### config.mk
export PLATFORM = sky130hd
export DESIGN_NAME = priority_bitmap_task_scheduler
export DESIGN_NICKNAME = d
export VERILOG_FILES = /design/src/design/pbts_pkg.sv /design/src/design/pbts_ram.sv /design/src/design/pbts_ctrl.sv /design/src/design/pbts_dp.sv /design/src/design/priority_bitmap_task_scheduler.sv
export SDC_FILE = /design/constraint.sdc
export NUM_CORES = 2
export LEC_CHECK = 0
export BUFFER_PORTS_ARGS = -buffer_cell sky130_fd_sc_hd__buf_2
export CAP_MARGIN = 20
export CORE_MARGIN = 1
export CORE_UTILIZATION = 30
export DETAILED_ROUTE_END_ITERATION = 10
export PLACE_DENSITY_LB_ADDON = 0.12
export SETUP_SLACK_MARGIN = 0.5
export SLEW_MARGIN = 30
export SYNTH_ARGS = -nofsm -noshare
export SYNTH_HDL_FRONTEND = slang
export SYNTH_SLANG_ARGS = --single-unit
### constraint.sdc
create_clock -name clk_i -period 7.8 [get_ports clk_i]
set_input_delay 0.78 -clock clk_i [delete_from_list [all_inputs] [get_ports clk_i]]
set_output_delay 0.78 -clock clk_i [all_outputs]
set_load 0.02 [all_outputs]
### src/design/pbts_pkg.sv
// Shared types, codes and widths of the priority bitmap task scheduler.
package pbts_pkg;

  // Default parameter values
  localparam int unsigned NUM_PRIORITIES_DEF = 8;
  localparam int unsigned QUEUE_DEPTH_DEF    = 16;
  localparam int unsigned MAX_TASKS_DEF      = 16;

  // Field widths of the work word and the result word
  localparam int unsigned OP_W     = 3;
  localparam int unsigned TID_W    = 4;
  localparam int unsigned MSG_W    = 8;
  localparam int unsigned PRI_W    = 4;
  localparam int unsigned STATUS_W = 3;

  // Input tdata layout, lowest bit first
  localparam int unsigned IN_OP_LSB  = 0;
  localparam int unsigned IN_TID_LSB = IN_OP_LSB + OP_W;
  localparam int unsigned IN_MSG_LSB = IN_TID_LSB + TID_W;
  localparam int unsigned IN_REQ_LSB = IN_MSG_LSB + MSG_W;
  localparam int unsigned IN_TDATA_W = 24;

  // Output tdata layout, lowest bit first
  localparam int unsigned OUT_STATUS_LSB = 0;
  localparam int unsigned OUT_TID_LSB    = OUT_STATUS_LSB + STATUS_W;
  localparam int unsigned OUT_MSG_LSB    = OUT_TID_LSB + TID_W;
  localparam int unsigned OUT_PRI_LSB    = OUT_MSG_LSB + MSG_W;
  localparam int unsigned OUT_PREV_LSB   = OUT_PRI_LSB + PRI_W;
  localparam int unsigned OUT_TDATA_W    = 24;

  // Ceiling stack
  localparam int unsigned STACK_SLOTS = 8;
  localparam int unsigned STK_IW      = $clog2(STACK_SLOTS);
  localparam int unsigned LVL_W       = STK_IW + 1;

  // Configuration registers
  localparam int unsigned MAP_W     = 64;
  localparam int unsigned CNT_W     = 5;
  localparam int unsigned CFG_IDX_W = 2;
  localparam logic [CFG_IDX_W-1:0] REG_PRIORITY_MAP = 2'd0;
  localparam logic [CFG_IDX_W-1:0] REG_TASK_COUNT   = 2'd1;

  typedef enum logic [OP_W-1:0] {
    OP_POST     = 3'd0,
    OP_DISPATCH = 3'd1,
    OP_COMPLETE = 3'd2,
    OP_LOCK     = 3'd3,
    OP_UNLOCK   = 3'd4
  } op_e;

  typedef enum logic [STATUS_W-1:0] {
    STAT_OK       = 3'd0,
    STAT_BAD_TASK = 3'd1,
    STAT_FULL     = 3'd2,
    STAT_NONE     = 3'd3,
    STAT_EMPTY    = 3'd4
  } status_e;

  typedef enum logic [1:0] {
    CS_IDLE = 2'd0,
    CS_EXEC = 2'd1,
    CS_PEND = 2'd2
  } ctrl_state_e;

  // Controller to datapath commands
  typedef struct packed {
    logic capture;
    logic execute;
    logic load_out;
  } dp_cmd_t;

  // Datapath to controller status
  typedef struct packed {
    logic out_free;
  } dp_stat_t;

endpackage

### src/design/pbts_ram.sv
// Generic single-write, single-read RAM with registered read data.
module pbts_ram #(
  parameter int unsigned WIDTH = 12,
  parameter int unsigned DEPTH = 128
) (
  input  logic                     clk_i,
  input  logic                     we_i,
  input  logic [$clog2(DEPTH)-1:0] waddr_i,
  input  logic [WIDTH-1:0]         wdata_i,
  input  logic                     re_i,
  input  logic [$clog2(DEPTH)-1:0] raddr_i,
  output logic [WIDTH-1:0]         rdata_o
);

  logic [WIDTH-1:0] mem_q [DEPTH];
  logic [WIDTH-1:0] rdata_q;

  // Write port
  always_ff @(posedge clk_i) begin
    if (we_i) begin
      mem_q[waddr_i] <= wdata_i;
    end
  end

  // Read port, data held until the next read
  always_ff @(posedge clk_i) begin
    if (re_i) begin
      rdata_q <= mem_q[raddr_i];
    end
  end

  assign rdata_o = rdata_q;

endmodule

### src/design/pbts_ctrl.sv
// Controller state machine: sequences capture, execute and result load.
module pbts_ctrl (
  input  logic               clk_i,
  input  logic               rst_ni,
  input  logic               in_valid_i,
  output logic               in_ready_o,
  input  pbts_pkg::dp_stat_t stat_i,
  output pbts_pkg::dp_cmd_t  cmd_o
);
  import pbts_pkg::*;

  ctrl_state_e state_q, state_d;

  // State register
  always_ff @(posedge clk_i or negedge rst_ni) begin
    if (!rst_ni) begin
      state_q <= CS_IDLE;
    end else begin
      state_q <= state_d;
    end
  end

  // Next state and commands
  always_comb begin
    state_d    = state_q;
    in_ready_o = 1'b0;
    cmd_o      = '0;
    unique case (state_q)
      CS_IDLE: begin
        in_ready_o = 1'b1;
        if (in_valid_i) begin
          cmd_o.capture = 1'b1;
          state_d       = CS_EXEC;
        end
      end
      CS_EXEC: begin
        cmd_o.execute = 1'b1;
        state_d       = CS_PEND;
      end
      CS_PEND: begin
        // Hand the result over and take the next word in the same cycle
        if (stat_i.out_free) begin
          cmd_o.load_out = 1'b1;
          in_ready_o     = 1'b1;
          if (in_valid_i) begin
            cmd_o.capture = 1'b1;
            state_d       = CS_EXEC;
          end else begin
            state_d = CS_IDLE;
          end
        end
      end
      default: state_d = CS_IDLE;
    endcase
  end

endmodule

### src/design/pbts_dp.sv
// Datapath: config registers, ready bitmap, queue pointers, ceiling stack, queue RAM.
module pbts_dp #(
  parameter int unsigned NUM_PRIORITIES = pbts_pkg::NUM_PRIORITIES_DEF,
  parameter int unsigned QUEUE_DEPTH    = pbts_pkg::QUEUE_DEPTH_DEF,
  parameter int unsigned MAX_TASKS      = pbts_pkg::MAX_TASKS_DEF
) (
  input  logic                             clk_i,
  input  logic                             rst_ni,
  input  pbts_pkg::dp_cmd_t                cmd_i,
  output pbts_pkg::dp_stat_t               stat_o,
  input  logic [pbts_pkg::IN_TDATA_W-1:0]  in_data_i,
  input  logic                             cfg_we_i,
  input  logic [pbts_pkg::CFG_IDX_W-1:0]   cfg_idx_i,
  input  logic [pbts_pkg::MAP_W-1:0]       cfg_data_i,
  output logic                             out_valid_o,
  input  logic                             out_ready_i,
  output logic [pbts_pkg::OUT_TDATA_W-1:0] out_data_o
);
  import pbts_pkg::*;

  localparam int unsigned QW      = (NUM_PRIORITIES > 1) ? $clog2(NUM_PRIORITIES) : 1;
  localparam int unsigned HW      = $clog2(QUEUE_DEPTH);
  localparam int unsigned FW      = $clog2(QUEUE_DEPTH + 1);
  localparam int unsigned MDEPTH  = NUM_PRIORITIES * QUEUE_DEPTH;
  localparam int unsigned AW      = $clog2(MDEPTH);
  localparam int unsigned ENTRY_W = TID_W + MSG_W;

  // Configuration
  logic [MAP_W-1:0] map_q;
  logic [CNT_W-1:0] cnt_q;

  // Captured work word
  logic [OP_W-1:0]  op_q;
  logic [TID_W-1:0] tid_q;
  logic [MSG_W-1:0] msg_q;
  logic [PRI_W-1:0] req_q;
  logic [PRI_W-1:0] in_req;
  logic [PRI_W-1:0] req_clamped;
  op_e              op_sel;

  // Scheduler state
  logic [NUM_PRIORITIES-1:0] ready_q;
  logic [PRI_W-1:0]          ceil_q;
  logic [HW-1:0]             head_q [NUM_PRIORITIES];
  logic [FW-1:0]             fill_q [NUM_PRIORITIES];
  logic [PRI_W-1:0]          stack_q [STACK_SLOTS];
  logic [LVL_W-1:0]          lvl_q;
  logic [LVL_W-1:0]          lvl_dec;

  // Pending result
  logic [STATUS_W-1:0] res_status_q, res_status_d;
  logic [PRI_W-1:0]    res_pri_q, res_pri_d;
  logic [PRI_W-1:0]    res_prev_q, res_prev_d;
  logic                res_mem_q, res_mem_d;

  // Output register
  logic                out_valid_q;
  logic [STATUS_W-1:0] out_status_q;
  logic [TID_W-1:0]    out_tid_q;
  logic [MSG_W-1:0]    out_msg_q;
  logic [PRI_W-1:0]    out_pri_q;
  logic [PRI_W-1:0]    out_prev_q;

  // Post decode
  logic [PRI_W-1:0] post_pri;
  logic             post_bad;
  logic [QW-1:0]    post_q;
  logic [FW-1:0]    post_fill;
  logic             post_full;
  logic             post_ok;
  logic [FW:0]      slot_sum;
  logic [HW-1:0]    post_slot;

  // Dispatch decode
  logic             top_any;
  logic [QW-1:0]    top_q;
  logic [PRI_W-1:0] top_p;
  logic [HW-1:0]    disp_head;
  logic [HW-1:0]    disp_head_next;
  logic [FW-1:0]    disp_fill;
  logic             disp_ok;

  // Complete, lock and unlock
  logic [PRI_W-1:0] pop_val;
  logic [PRI_W-1:0] lock_val;
  logic [PRI_W-1:0] unlock_val;

  // Queue memory
  logic               mem_we;
  logic [AW-1:0]      mem_waddr;
  logic [ENTRY_W-1:0] mem_wdata;
  logic               mem_re;
  logic [AW-1:0]      mem_raddr;
  logic [ENTRY_W-1:0] mem_rdata;

  // Clamp the requested ceiling on capture
  assign in_req      = in_data_i[IN_REQ_LSB +: PRI_W];
  assign req_clamped = (in_req > PRI_W'(NUM_PRIORITIES)) ? PRI_W'(NUM_PRIORITIES) : in_req;
  assign op_sel      = op_e'(op_q);

  // Post: look up task priority and the tail slot
  always_comb begin
    post_pri  = map_q[{tid_q, 2'b00} +: PRI_W];
    post_bad  = ({1'b0, tid_q} >= cnt_q) || ({1'b0, tid_q} >= CNT_W'(MAX_TASKS)) ||
                (post_pri == '0) || (post_pri > PRI_W'(NUM_PRIORITIES));
    post_q    = QW'(post_pri - PRI_W'(1));
    post_fill = fill_q[post_q];
    post_full = (post_fill == FW'(QUEUE_DEPTH));
    post_ok   = !post_bad && !post_full;
    slot_sum  = (FW+1)'(head_q[post_q]) + (FW+1)'(post_fill);
    if (slot_sum >= (FW+1)'(QUEUE_DEPTH)) begin
      post_slot = HW'(slot_sum - (FW+1)'(QUEUE_DEPTH));
    end else begin
      post_slot = HW'(slot_sum);
    end
  end

  // Dispatch: highest ready queue
  always_comb begin
    top_any = 1'b0;
    top_q   = '0;
    for (int i = 0; i < NUM_PRIORITIES; i++) begin
      if (ready_q[i]) begin
        top_any = 1'b1;
        top_q   = QW'(i);
      end
    end
    top_p          = PRI_W'(top_q) + PRI_W'(1);
    disp_head      = head_q[top_q];
    disp_fill      = fill_q[top_q];
    disp_head_next = (disp_head == HW'(QUEUE_DEPTH - 1)) ? '0 : disp_head + HW'(1);
    disp_ok        = top_any && (top_p > ceil_q) && (lvl_q < LVL_W'(STACK_SLOTS));
  end

  // Ceiling moves
  assign lvl_dec    = lvl_q - LVL_W'(1);
  assign pop_val    = stack_q[lvl_dec[STK_IW-1:0]];
  assign lock_val   = (req_q > ceil_q) ? req_q : ceil_q;
  assign unlock_val = (req_q < ceil_q) ? req_q : ceil_q;

  // Memory access for the executing word
  assign mem_we    = cmd_i.execute && (op_sel == OP_POST) && post_ok;
  assign mem_waddr = AW'(post_q) * AW'(QUEUE_DEPTH) + AW'(post_slot);
  assign mem_wdata = {tid_q, msg_q};
  assign mem_re    = cmd_i.execute && (op_sel == OP_DISPATCH) && disp_ok;
  assign mem_raddr = AW'(top_q) * AW'(QUEUE_DEPTH) + AW'(disp_head);

  pbts_ram #(
    .WIDTH (ENTRY_W),
    .DEPTH (MDEPTH)
  ) u_queue_ram (
    .clk_i   (clk_i),
    .we_i    (mem_we),
    .waddr_i (mem_waddr),
    .wdata_i (mem_wdata),
    .re_i    (mem_re),
    .raddr_i (mem_raddr),
    .rdata_o (mem_rdata)
  );

  // Result of the executing word
  always_comb begin
    res_status_d = STAT_OK;
    res_pri_d    = ceil_q;
    res_prev_d   = '0;
    res_mem_d    = 1'b0;
    unique case (op_sel)
      OP_POST: begin
        if (post_bad) begin
          res_status_d = STAT_BAD_TASK;
          res_pri_d    = '0;
        end else begin
          res_status_d = post_full ? STAT_FULL : STAT_OK;
          res_pri_d    = post_pri;
        end
      end
      OP_DISPATCH: begin
        if (disp_ok) begin
          res_pri_d  = top_p;
          res_prev_d = ceil_q;
          res_mem_d  = 1'b1;
        end else begin
          res_status_d = STAT_NONE;
        end
      end
      OP_COMPLETE: begin
        if (lvl_q == '0) begin
          res_status_d = STAT_EMPTY;
        end else begin
          res_pri_d = pop_val;
        end
      end
      OP_LOCK: begin
        res_pri_d  = lock_val;
        res_prev_d = ceil_q;
      end
      OP_UNLOCK: begin
        res_pri_d  = unlock_val;
        res_prev_d = ceil_q;
      end
      default: ;
    endcase
  end

  // Control state: config, bitmap, pointers, ceiling, output valid
  always_ff @(posedge clk_i or negedge rst_ni) begin
    if (!rst_ni) begin
      map_q       <= '0;
      cnt_q       <= '0;
      ready_q     <= '0;
      ceil_q      <= '0;
      head_q      <= '{default: '0};
      fill_q      <= '{default: '0};
      lvl_q       <= '0;
      out_valid_q <= 1'b0;
    end else begin
      if (cfg_we_i) begin
        unique case (cfg_idx_i)
          REG_PRIORITY_MAP: map_q <= cfg_data_i;
          REG_TASK_COUNT:   cnt_q <= cfg_data_i[CNT_W-1:0];
          default: ;
        endcase
      end
      if (cmd_i.execute) begin
        unique case (op_sel)
          OP_POST: begin
            if (post_ok) begin
              fill_q[post_q]  <= post_fill + FW'(1);
              ready_q[post_q] <= 1'b1;
            end
          end
          OP_DISPATCH: begin
            if (disp_ok) begin
              head_q[top_q] <= disp_head_next;
              fill_q[top_q] <= disp_fill - FW'(1);
              if (disp_fill == FW'(1)) begin
                ready_q[top_q] <= 1'b0;
              end
              lvl_q  <= lvl_q + LVL_W'(1);
              ceil_q <= top_p;
            end
          end
          OP_COMPLETE: begin
            if (lvl_q != '0) begin
              lvl_q  <= lvl_dec;
              ceil_q <= pop_val;
            end
          end
          OP_LOCK:   ceil_q <= lock_val;
          OP_UNLOCK: ceil_q <= unlock_val;
          default: ;
        endcase
      end
      // Hold the result until taken
      if (cmd_i.load_out) begin
        out_valid_q <= 1'b1;
      end else if (out_ready_i) begin
        out_valid_q <= 1'b0;
      end
    end
  end

  // Payload: captured word, stack slots, pending result, output fields
  always_ff @(posedge clk_i) begin
    if (cmd_i.capture) begin
      op_q  <= in_data_i[IN_OP_LSB +: OP_W];
      tid_q <= in_data_i[IN_TID_LSB +: TID_W];
      msg_q <= in_data_i[IN_MSG_LSB +: MSG_W];
      req_q <= req_clamped;
    end
    if (cmd_i.execute) begin
      if ((op_sel == OP_DISPATCH) && disp_ok) begin
        stack_q[lvl_q[STK_IW-1:0]] <= ceil_q;
      end
      res_status_q <= res_status_d;
      res_pri_q    <= res_pri_d;
      res_prev_q   <= res_prev_d;
      res_mem_q    <= res_mem_d;
    end
    if (cmd_i.load_out) begin
      out_status_q <= res_status_q;
      out_tid_q    <= res_mem_q ? mem_rdata[MSG_W +: TID_W] : '0;
      out_msg_q    <= res_mem_q ? mem_rdata[MSG_W-1:0] : '0;
      out_pri_q    <= res_pri_q;
      out_prev_q   <= res_prev_q;
    end
  end

  assign stat_o.out_free = !out_valid_q || out_ready_i;
  assign out_valid_o     = out_valid_q;
  assign out_data_o      = {1'b0, out_prev_q, out_pri_q, out_msg_q, out_tid_q, out_status_q};

endmodule

### src/design/priority_bitmap_task_scheduler.sv
// Top level of the priority bitmap task scheduler.
//
// Channel   Dir  Handshake                        Payload
// s_axis    in   s_axis_tvalid / s_axis_tready    op, task_id, msg_handle, priority_req
// m_axis    out  m_axis_tvalid / m_axis_tready    status, out_task_id, out_msg_handle,
//                                                 out_priority, previous_priority
// cfg       in   cfg_valid_i / cfg_ready_o        cfg_index_i, cfg_data_i
//
// Each word is captured, then executed: the queue RAM write (post) or read
// (dispatch) runs with the bitmap, pointer and ceiling update.
// The result enters the output register once it is free, and the next word can be taken in that same cycle.
// A stalled m_axis holds one result and blocks the following one after execute.
// Reset clears bitmap, pointers, fill counts, ceiling, stack level and config;
// the queue RAM and ceiling stack need no clearing.
module priority_bitmap_task_scheduler #(
  parameter int unsigned NUM_PRIORITIES = pbts_pkg::NUM_PRIORITIES_DEF,
  parameter int unsigned QUEUE_DEPTH    = pbts_pkg::QUEUE_DEPTH_DEF,
  parameter int unsigned MAX_TASKS      = pbts_pkg::MAX_TASKS_DEF
) (
  input  logic                             clk_i,
  input  logic                             rst_ni,
  input  logic                             s_axis_tvalid,
  output logic                             s_axis_tready,
  // [2:0] op, [6:3] task_id, [14:7] msg_handle, [18:15] priority_req, [23:19] zero
  input  logic [pbts_pkg::IN_TDATA_W-1:0]  s_axis_tdata,
  output logic                             m_axis_tvalid,
  input  logic                             m_axis_tready,
  // [2:0] status, [6:3] out_task_id, [14:7] out_msg_handle, [18:15] out_priority,
  // [22:19] previous_priority, [23] zero
  output logic [pbts_pkg::OUT_TDATA_W-1:0] m_axis_tdata,
  input  logic                             cfg_valid_i,
  output logic                             cfg_ready_o,
  input  logic [pbts_pkg::CFG_IDX_W-1:0]   cfg_index_i,
  input  logic [pbts_pkg::MAP_W-1:0]       cfg_data_i
);
  import pbts_pkg::*;

  dp_cmd_t  cmd;
  dp_stat_t stat;
  logic     s_accept;

  assign cfg_ready_o = 1'b1;
  assign s_accept    = s_axis_tvalid && s_axis_tready;

  pbts_ctrl u_ctrl (
    .clk_i      (clk_i),
    .rst_ni     (rst_ni),
    .in_valid_i (s_axis_tvalid),
    .in_ready_o (s_axis_tready),
    .stat_i     (stat),
    .cmd_o      (cmd)
  );

  pbts_dp #(
    .NUM_PRIORITIES (NUM_PRIORITIES),
    .QUEUE_DEPTH    (QUEUE_DEPTH),
    .MAX_TASKS      (MAX_TASKS)
  ) u_dp (
    .clk_i       (clk_i),
    .rst_ni      (rst_ni),
    .cmd_i       (cmd),
    .stat_o      (stat),
    .in_data_i   (s_axis_tdata),
    .cfg_we_i    (cfg_valid_i && cfg_ready_o),
    .cfg_idx_i   (cfg_index_i),
    .cfg_data_i  (cfg_data_i),
    .out_valid_o (m_axis_tvalid),
    .out_ready_i (m_axis_tready),
    .out_data_o  (m_axis_tdata)
  );

  // A taken word blocks the input while it executes
  assert property (@(posedge clk_i) disable iff (!rst_ni) s_accept |=> !s_axis_tready)
    else $error("input taken during execute");

  // A result is loaded only into a free output register
  assert property (@(posedge clk_i) disable iff (!rst_ni) cmd.load_out |-> stat.out_free)
    else $error("output register overwritten");

  // Status code stays within the defined set
  assert property (@(posedge clk_i) disable iff (!rst_ni)
    m_axis_tvalid |-> (m_axis_tdata[OUT_STATUS_LSB +: STATUS_W] <= STAT_EMPTY))
    else $error("undefined status code");

  // Reported priority never exceeds the top level
  assert property (@(posedge clk_i) disable iff (!rst_ni)
    m_axis_tvalid |-> (m_axis_tdata[OUT_PRI_LSB +: PRI_W] <= PRI_W'(NUM_PRIORITIES)))
    else $error("priority out of range");

endmodule

==> metrics.txt <==
status=finished, final reports clean; RSZ-0062 raised after global routing=no; DRC=0; register area=53,100 µm²; I/O Buffers=114; site row count=182; Initial Utilization=30.2%; max cap viols=0; H-tree Lvls=4; ys async rst share=8.92%; Final setup viols=0; Worst Path Required=8.38 ns; Final ANT Viol Nets=0; largest net degree at the start of global routing=129; crit path DAT=7.32 ns; gate count after technology mapping=5,354; core area=246,000 µm²; # nets final=5,721; R2R Setup Slk=1.06 ns; # clock sinks=1,794; setup_tns=0 ns; first-pass GRT wire length=387,000 µm; CTS Root Cell=clkbuf_16; most common cell in the netlist=edfxtp_1; sequential-to-total area share from yosys stat=71.3%; IO Count=122; Final Cycle Share=86.5%; post-synth top area share=65.9%; RePlAce Congestion=0.901; Layout area overhead=17.0%; antenna violations before repair=23; DR WL/cell=30.9 µm; CP Max Fanout=15; Detail Placement HPWL=184,000 µm; min cycle time layout=6.74 ns; vias per cell=5.28; Layout Skew=0.0528 ns; post-synthesis cell area=74,400 µm²; layout cell share with drive strength beyond 1=16.8%; Tightest Pin Transition=1.08 ns; First-pass DRT Iterations=8; cell taking the most area after synthesis=edfxtp_1; Worst slew margin=27.3%; Final Hold Fails=0; Longest Clk Path Bufs=3; Die Footprint=250,000 µm²; distinct cell type count of the synthesized netlist=92; Critical Path Source=u_dp.tid_q[2]; Routed WL=280,000 µm; CP Capture Type=register; synth cell count leaders=1,634 x edfxtp_1, 1,001 x nand2_1, 337 x nand3_1; clock transition at the registers of the reported paths=0.06 ns; CTS tree=done; critical path class=reg2reg; Hold Path Class=in2reg; Top FF cell, synth=edfxtp_1; Peak Freq=148 MHz; startpoint types=register; number of synthesized flops with an enable pin=1,634; FF+latch count, synth=1,794; Reg2Reg Launch Point=u_dp.tid_q[2]; Ys Warns=0; vias in the first global route=46,700; latest clock arrival within the worst-skew pair=0.87 ns; GR Util All Layers=22.2%; number of fill cells=23,900; Mapped Nets=5,474; hold_sp=s_axis_tdata[1]; top cells by area, synth=edfxtp_1 66%, dfrtp_1 5.4%, nand2_1 5.0%; Post-Syn Area per Cell=13.9 µm²; total CTS buffers=202; Vias=48,000; Die H=500 µm; GRT overflow=0; die outline width=500 µm; initial drt markers=4,902; fin. max-slew vios=0; Multi-input gate area=20,500 µm²
-- layout by cell type, fill, tap and decap left out, types with 48 or more instances in the layout --
master / instances
a22oi_1: 48
dfrtp_1: 160
nor2_1: 171
a21oi_1: 132
mux2i_1: 295
o21ai_0: 65
clkbuf_16: 204
nand3_1: 329
nand4_1: 54
nand2_1: 996
mux2_2: 122
clkinv_1: 53
clkbuf_1: 49
buf_4: 239
a31oi_1: 71
a211oi_1: 68
and3_1: 87
nor2_4: 50
buf_2: 113
edfxtp_1: 1634
-- worst paths after layout --
kind	cells past startpoint	to
worst max-delay path	22	u_dp.u_queue_ram.mem_q[72][6]
worst min-delay path	1	u_dp.op_q[1]
worst max register to register	22	u_dp.u_queue_ram.mem_q[72][6]
worst min register to register	0	u_dp.out_pri_q[3]
max in group asynchronous	4	u_dp.out_valid_o
min in group asynchronous	2	u_dp.map_q[12]
-- state kept, by name, indices dropped and copies added, names as in the netlist, 4 cells and up --
| name | count |
|---|---|
| u_dp.u_queue_ram.mem_q | 1536 |
| u_dp.map_q | 64 |
| u_dp.fill_q | 40 |
| u_dp.head_q | 32 |
| u_dp.stack_q | 32 |
| u_dp.u_queue_ram.rdata_o | 12 |
| u_dp.msg_q | 8 |
| u_dp.out_msg_q | 8 |
| u_dp.ready_q | 8 |
| u_dp.cnt_q | 5 |
| u_dp.ceil_q | 4 |
| u_dp.lvl_q | 4 |
| u_dp.out_prev_q | 4 |
| u_dp.out_pri_q | 4 |
| u_dp.out_tid_q | 4 |
| u_dp.req_q | 4 |
| u_dp.res_prev_q | 4 |
| u_dp.res_pri_q | 4 |
| u_dp.tid_q | 4 |
-- final cells by class --
cell class / instances / share of cell area [%]
sequential: 1794 / 61.0
timing repair buffer: 382 / 3.35
clock inverter: 112 / 1.08
clock buffer: 254 / 6.09
tap: 3312 / 4.76
inverter: 45 / 0.211
multi-input combinational: 3176 / 23.5
antenna: 5 / 0.0144
-- timing repair --
| item | CTS | global route |
|---|---|---|
| hold endpoints to repair | 57 | 0 |
| setup buffers | 0 | 3 |
| endpoints found under the setup margin | 0 | 60 |
| gates resized for setup | 0 | 5 |
| hold buffers | 1 | 0 |
-- cell families (layout without fill, tap and decap cells) --
logic type | after synthesis | count (layout) | synth area share [%]
AND/OR/NAND/NOR | 1899 | 1899 | 11.3
buffers and inverters | 384 | 793 | 2.14
other | 2 | 7 | 0.0101
XOR/XNOR | 24 | 24 | 0.308
multiplexers | 460 | 460 | 7.09
adder cells (fa/ha/maj) | 25 | 25 | 0.431
AO/OA/AOI/OAI | 766 | 766 | 7.43
flip-flops | 1794 | 1794 | 71.3
-- critical path, stage by stage (launching register included) --
cell	delay, ns
edfxtp_1	0.62
mux4_2	0.57
mux2i_1	0.28
mux2i_4	0.13
inv_2	0.28
ha_1	0.30
or3b_2	0.14
mux2i_1	0.07
nor2_1	0.26
and2_1	0.35
buf_4	0.29
nand2_1	0.08
a32oi_1	0.19
o221a_2	0.22
ha_1	0.18
inv_1	0.07
fa_1	0.52
xnor2_1	0.23
nor2_1	0.21
nand2_2	0.53
buf_4	0.43
nor2_2	0.24
buf_4	0.24
-- through the flow --
step | util (%) | hold WS (ns) | cells | worst slack [ns] | area (µm²)
6_report | 35.4 | 0.0930 | 9080 | 1.06 | 87000
5_1_grt | 35.4 | 0.0463 | 9077 | 0.570 | 87000
4_1_cts | 35.3 | 0.0138 | 9069 | 0.707 | 86900
3_5_place_dp | 32.7 | 0.423 | 8702 | 0.759 | 80600
3_3_place_gp | 32.7 | 0.432 | 8700 | 0.637 | 80500
2_1_floorplan | - | 0.400 | 5354 | 0.259 | 74900
-- routing by layer --
layer / GRT usage (%) / wire length [µm]
met1: 30.6 / 124000
met2: 35.4 / 131000
met3: 4.14 / 18600
met4: 6.25 / 7630
met5: 0 / 59
Power is left out: the tool's default activity adds up to more than one toggle a clock period on the data nets, which glitch-free logic cannot reach.
